**src/sv/vertex_transform_project_defines.svh**
```systemverilog
// Assertion macros for the vertex transform block.
// Included by files that carry concurrent checks.
`ifndef VERTEX_TRANSFORM_PROJECT_DEFINES_SVH
`define VERTEX_TRANSFORM_PROJECT_DEFINES_SVH
`ifndef ASSERT_OFF
`define VTP_ASSERT(label, clk, rst_n, prop) \
    label: assert property (@(posedge clk) disable iff (!rst_n) prop) \
        else $error("assertion failed");
`define VTP_ASSERT_RST(label, clk, prop) \
    label: assert property (@(posedge clk) prop) else $error("assertion failed");
`else
`define VTP_ASSERT(label, clk, rst_n, prop)
`define VTP_ASSERT_RST(label, clk, prop)
`endif
`endif

```
**src/sv/vtp_pkg.sv**
```systemverilog
// Shared types and constants for the vertex transform block.
// No dependencies.
package vtp_pkg;
    localparam int COEFF_FRAC_BITS = 12;
    localparam int VEC_FRAC_BITS   = 16;
    localparam int CFG_IDX_W       = 3;
    localparam int CFG_DATA_W      = 64;
    localparam int DIV_STAGES      = 48;

    typedef enum logic [CFG_IDX_W-1:0] {
        REG_ROW0    = 3'd0,
        REG_ROW1    = 3'd1,
        REG_ROW2    = 3'd2,
        REG_ROW3    = 3'd3,
        REG_DIV_EN  = 3'd4
    } t_cfg_idx;

    typedef struct packed {
        logic signed [31:0] in_x;
        logic signed [31:0] in_y;
        logic signed [31:0] in_z;
        logic signed [31:0] in_w;
    } t_vtx_in;

    typedef struct packed {
        logic signed [31:0] out_x;
        logic signed [31:0] out_y;
        logic signed [31:0] out_z;
        logic signed [31:0] out_w;
        logic               w_is_zero;
        logic               saturated;
    } t_vtx_out;

    // Front-to-back item: transformed values and divide decision.
    typedef struct packed {
        logic signed [31:0] r_x;
        logic signed [31:0] r_y;
        logic signed [31:0] r_z;
        logic signed [31:0] r_w;
        logic               do_div;
        logic               w_zero;
        logic               sat;
    } t_xf_item;
endpackage

```
**src/sv/vtp_fifo.sv**
```systemverilog
// Short queue between the transform front and the divide back.
// Depends on vtp_pkg.
module vtp_fifo #(
    parameter int DEPTH = 4
) (
    input  logic              i_clk,
    input  logic              i_rst_n,
    input  logic              i_push,
    input  vtp_pkg::t_xf_item i_data,
    input  logic              i_pop,
    output logic              o_empty,
    output vtp_pkg::t_xf_item o_data
);
    localparam int AW = $clog2(DEPTH);
    vtp_pkg::t_xf_item r_mem [DEPTH];
    logic [AW:0] r_wp, r_rp;

    always_ff @(posedge i_clk) begin
        if (i_push) begin
            r_mem[r_wp[AW-1:0]] <= i_data;
        end
        if (!i_rst_n) begin
            r_wp <= '0;
            r_rp <= '0;
        end else begin
            if (i_push) begin
                r_wp <= r_wp + 1'b1;
            end
            if (i_pop) begin
                r_rp <= r_rp + 1'b1;
            end
        end
    end

    assign o_empty = (r_wp == r_rp);
    assign o_data  = r_mem[r_rp[AW-1:0]];
endmodule

```
**config.mk**
```make
export PLATFORM = sky130hd
export DESIGN_NAME = vtp_fifo
export DESIGN_NICKNAME = d
export VERILOG_FILES = /design/src/sv/vertex_transform_project_defines.svh /design/src/sv/vtp_pkg.sv /design/src/sv/vtp_fifo.sv
export SDC_FILE = /design/constraint.sdc
export NUM_CORES = 1
export LEC_CHECK = 0
export ABC_AREA = 0
export BUFFER_PORTS_ARGS = -buffer_cell sky130_fd_sc_hd__buf_4
export CELL_PAD_IN_SITES_DETAIL_PLACEMENT = 1
export CELL_PAD_IN_SITES_GLOBAL_PLACEMENT = 1
export CORE_AREA = 2 2 198 200
export CTS_BUF_LIST = sky130_fd_sc_hd__clkbuf_8
export CTS_CLUSTER_SIZE = 16
export DETAILED_ROUTE_END_ITERATION = 10
export DIE_AREA = 0 0 200 202
export PLACE_DENSITY_LB_ADDON = 0.1
export SETUP_SLACK_MARGIN = 0.15
export SYNTH_ARGS = -nofsm -noshare
export SYNTH_HDL_FRONTEND = slang
export SYNTH_SLANG_ARGS = --single-unit
```
**constraint.sdc**
```tcl
create_clock -name i_clk -period 5.9 [get_ports i_clk]
set_input_delay 0.885 -clock i_clk [delete_from_list [all_inputs] [get_ports i_clk]]
set_output_delay 0.885 -clock i_clk [all_outputs]
set_load 0.01 [all_outputs]
```
# ---- Word-level counts from Yosys, hierarchy flattened
# Memories as Yosys holds them, arrays and structs flattened. A register that Yosys moved wholly into a read port is not among the register bits.
# Index checks and enable logic that the tools add are counted.
dict set report classes {
  addsub 2
  n_eq_ne 1
  muxes 4
}
# operator count
set op_table {}
lappend op_table {{adder 3 x 1 -> 3 bit, second input constant} 2}
lappend op_table {{two-way mux 2 bit} 2}
lappend op_table {{== test 3 bit} 1}
lappend op_table {{two-way mux 1 bit} 2}
dict set report word_totals {
  register_bits 6
  ram_bits 524
  input_bits 135
  output_inout_bits 132
  wordCells 10
  memories 1
}
# memory words width read_ports rd_ports_with_merged_regs wr line_no
set memory_table {}
lappend memory_table {r_mem 4 131 1 1 1 vtp_fifo.sv:15} ;# vtp_pkg::t_xf_item r_mem [DEPTH];

# ---- Depth between registers and ports, before layout
dict set report logic_depth {
  depth_word 3
  ltp_mapped 4
}

# ---- Least setup slack after synthesis
# Ideal clock, no wire load.
dict set report synth_timing {
  kind {input-to-reg}
  startpoint {in i_push}
  endpoint {mem r_mem[3][0] in the netlist's numbering, enable pin}
  t_arrival_ns 4.162
  slack_ns 1.232
  cell_stages 2
  cell_sequence {clkbuf_1 -> and2_1}
}
dict set report synth_between {
  elab_chain_len 2
}
# element line_no
set synth_lines {}
lappend synth_lines {{from (decl)} vtp_fifo.sv:8} ;# input logic i_push,
lappend synth_lines {{two-way mux 1 bit} vtp_fifo.sv:19} ;# if (i_push) begin
lappend synth_lines {{two-way mux 1 bit (not written as such)} vtp_fifo.sv:20} ;# r_mem[r_wp[AW-1:0]] <= i_data;
lappend synth_lines {{to (decl)} vtp_fifo.sv:15}
# Every way passes these cells.

==> summary.txt <==
status: finished clean
Worst-path clk slew: 0.06 ns
slowest CP cell: dfxtp_4
Synth Net Count: 865
Max Freq: 0.264 GHz
Worst Tran Pin Value: 1.04 ns
Hold WC Path Type: input pin to register
R2R Setup Slk: 3.37 ns
Non-Filler Instances: 1,646
worst-skew pair later-pin latency: 0.62 ns
CTS root buf: clkbuf_8
RSZ-0062 raised after global routing: no
grt ovf: 0
max_cap viols: 0
pin count of the biggest net entering global routing: 132
cts hold-fix bufs: 0
Syn Area/Cell: 26.7 um^2
Final #Nets: 1,199
TritonCTS sink count: 532
Port-buffer cells: 266
CP arrival: 2.91 ns
Post-CTS Repair Setup Buffers: 0
Worst VDD drop: 228 uV
Post-CTS Resized: 0
core area: 38,300 um^2
PD cells: 349 nW/um^2
DR pass1 iterations: 4
Synth top area share: 81.4%
number of core rows: 72
Layout Skew: 0.0273 ns
CTS tree: yes
Die Ht: 202 um
CP endpoint kind: output port
delay of the slowest critical-path stage: 1.03 ns
critical-path cell list: buf_12, mux4_2, buf_4
register area share after synthesis: 82.2%
CP top delay family: flip-flops
vias per cell: 5.29
worst setup path class: register to output port
fin crit share: 64.3%
Die X: 200 um
Sum Neg Setup Slack: 0 ns
initial antenna violation count: 5
startpoint types: register
WHS Endpoint: r_mem[1][13]$_DFFE_PP_
Tot GR Track Use: 19.9%
share of cells above drive strength 1: 46.5%
YS warnings: 0
post-DP HPWL: 23,400 um
reg2reg start: r_wp[0]$_SDFFE_PN0P_
drt drc: 0
Post-Syn Area: 19,300 um^2
cts bufs inserted: 85
hold path depth: 1
# setup viols final: 0
Vias: 8,712
number of global-route vias before repair: 9,647
Starting DRT DRC Count: 403
Final Wtd Congestion: 0.723
Antenna Nets Post-Route: 0
Inst Count DP: 1,490
top cells by area, synth: edfxtp_1, mux4_2, dfxtp_1
cells on worst reg2reg path: 3
clk buf depth: 3
Final Slew Violations: 0
worst flop-to-flop path endpoint: r_mem[3][102]$_DFFE_PP_
synthesized flop and latch total: 532
critical path buffer and inverter count: 2
area grow syn2layout: 21.2%
critical path peak fanout: 48
H-tree levels: 3
worst endpoint required time: 5.02 ns
Gate Count Post-Synth: 725
die footprint: 40,400 um^2
Tmin final: 3.79 ns
Placement Cell Area: 21,900 um^2
Fin. Hold Viols: 0
post-synth top area cell: edfxtp_1
Wirelength per Cell: 23.8 um
Hold Crit Start: i_data[13]
Initial Util: 50.5%
post-route cell area: 23,500 um^2
worst hold slack: 0.453 ns
Netlist cell types: 19
first-pass GRT wire length: 58,900 um
I/O Pins: 267
LEAKAGE: 7.97 nW
Slew headroom: 30.6%
final wirelength: 39,200 um
-- power by group --
group | internal [mW] | leakage (nW) | switching, mW
Combinational | 0.448 | 2.20 | 0.414
Clock | 1.53 | 0.890 | 1.38
Sequential | 4.34 | 4.88 | 0.0752
Total | 6.32 | 7.97 | 1.86
-- sequential cells by signal, indices dropped and copies added, names as in the netlist, named ones only --
| signal | cells |
|---|---|
| r_rp | 3 |
| r_wp | 3 |
| r_mem | 524 |
-- synthesized netlist by cell type, drive strengths merged --
master and instances:
edfxtp 524, mux4 131, buf 28, dfxtp 8, ha 5, nor2 5, and2 4, clkbuf 3
inv 3, xor2 3, a21bo 2, a21oi 2, mux2i 2, nand3b 2, xnor2 2, nor3 1
-- final cells by class --
class / instances / area, um^2
Clock inverter: 64 / 350
Antenna cell: 3 / 7.51
Fill cell: 3177 / 14800
Clock buffer: 89 / 1220
Multi-Input combinational cell: 159 / 3180
Inverter: 3 / 11.3
Tap cell: 518 / 648
Sequential cell: 532 / 15900
Timing Repair Buffer: 278 / 2120
-- cells by family (layout without fill, tap and decap cells) --
kind of cell               Yosys count  count (layout)  share of synthesized area, %
buffers and inverters               34             434                          1.43
AOI/OAI and AO/OA                    4               4                         0.155
muxes                              133             133                          15.4
xor gates and xnor gates             5               5                         0.226
adders and majority gates            5               5                         0.323
other                                0               3                             0
DFF                                532             532                          82.2
and+or+nand+nor                     12              12                         0.330
-- worst reg2reg max path: cells and delay by family, from the launching register on --
family	cells	cell delay, ns
fa+ha+maj	1	0.25
buf+inv	1	0.66
flops	1	0.44
simple gates	1	0.76
-- cell usage in the layout, fill, tap and decap left out, types with 5 or more instances in the layout --
cell type and n:
ha_1 5, clkinv_1 22, buf_4 275, inv_1 28, dfxtp_1 6, clkbuf_8 89
nor2_1 5, clkinv_2 9, mux4_2 131, edfxtp_1 524
-- through the flow --
stage	utilization (%)	worst slack [ns]	total power, mW
after floorplan	-	1.23	4.95
after global placement	57.1	2.64	5.36
after detailed placement	57.1	2.63	5.38
after CTS	61.2	1.94	8.30
after global routing	61.2	1.84	8.51
final	61.2	2.11	8.18
-- routing by layer --
metal / GRT usage [%] / vias to the layer above / wire [um]
met5: 0 / - / 45
met4: 7.14 / 6 / 877
met3: 7.02 / 65 / 3220
met2: 30.7 / 271 / 19000
met1: 26.3 / 4548 / 16000
li1: - / 3822 / -
-- how the worst max path moves through the flow --
stage,slack [ns],cells past startpoint,end
after floorplan,1.23,2,r_mem[3][0]$_DFFE_PP_
after detailed placement,2.63,3,o_data[126]
after CTS,1.94,3,o_data[126]
final,2.11,3,o_data[46]
after global placement,2.64,3,o_data[71]
after global routing,1.84,3,o_data[126]
Note: power is estimated with default switching activity, not from simulation.
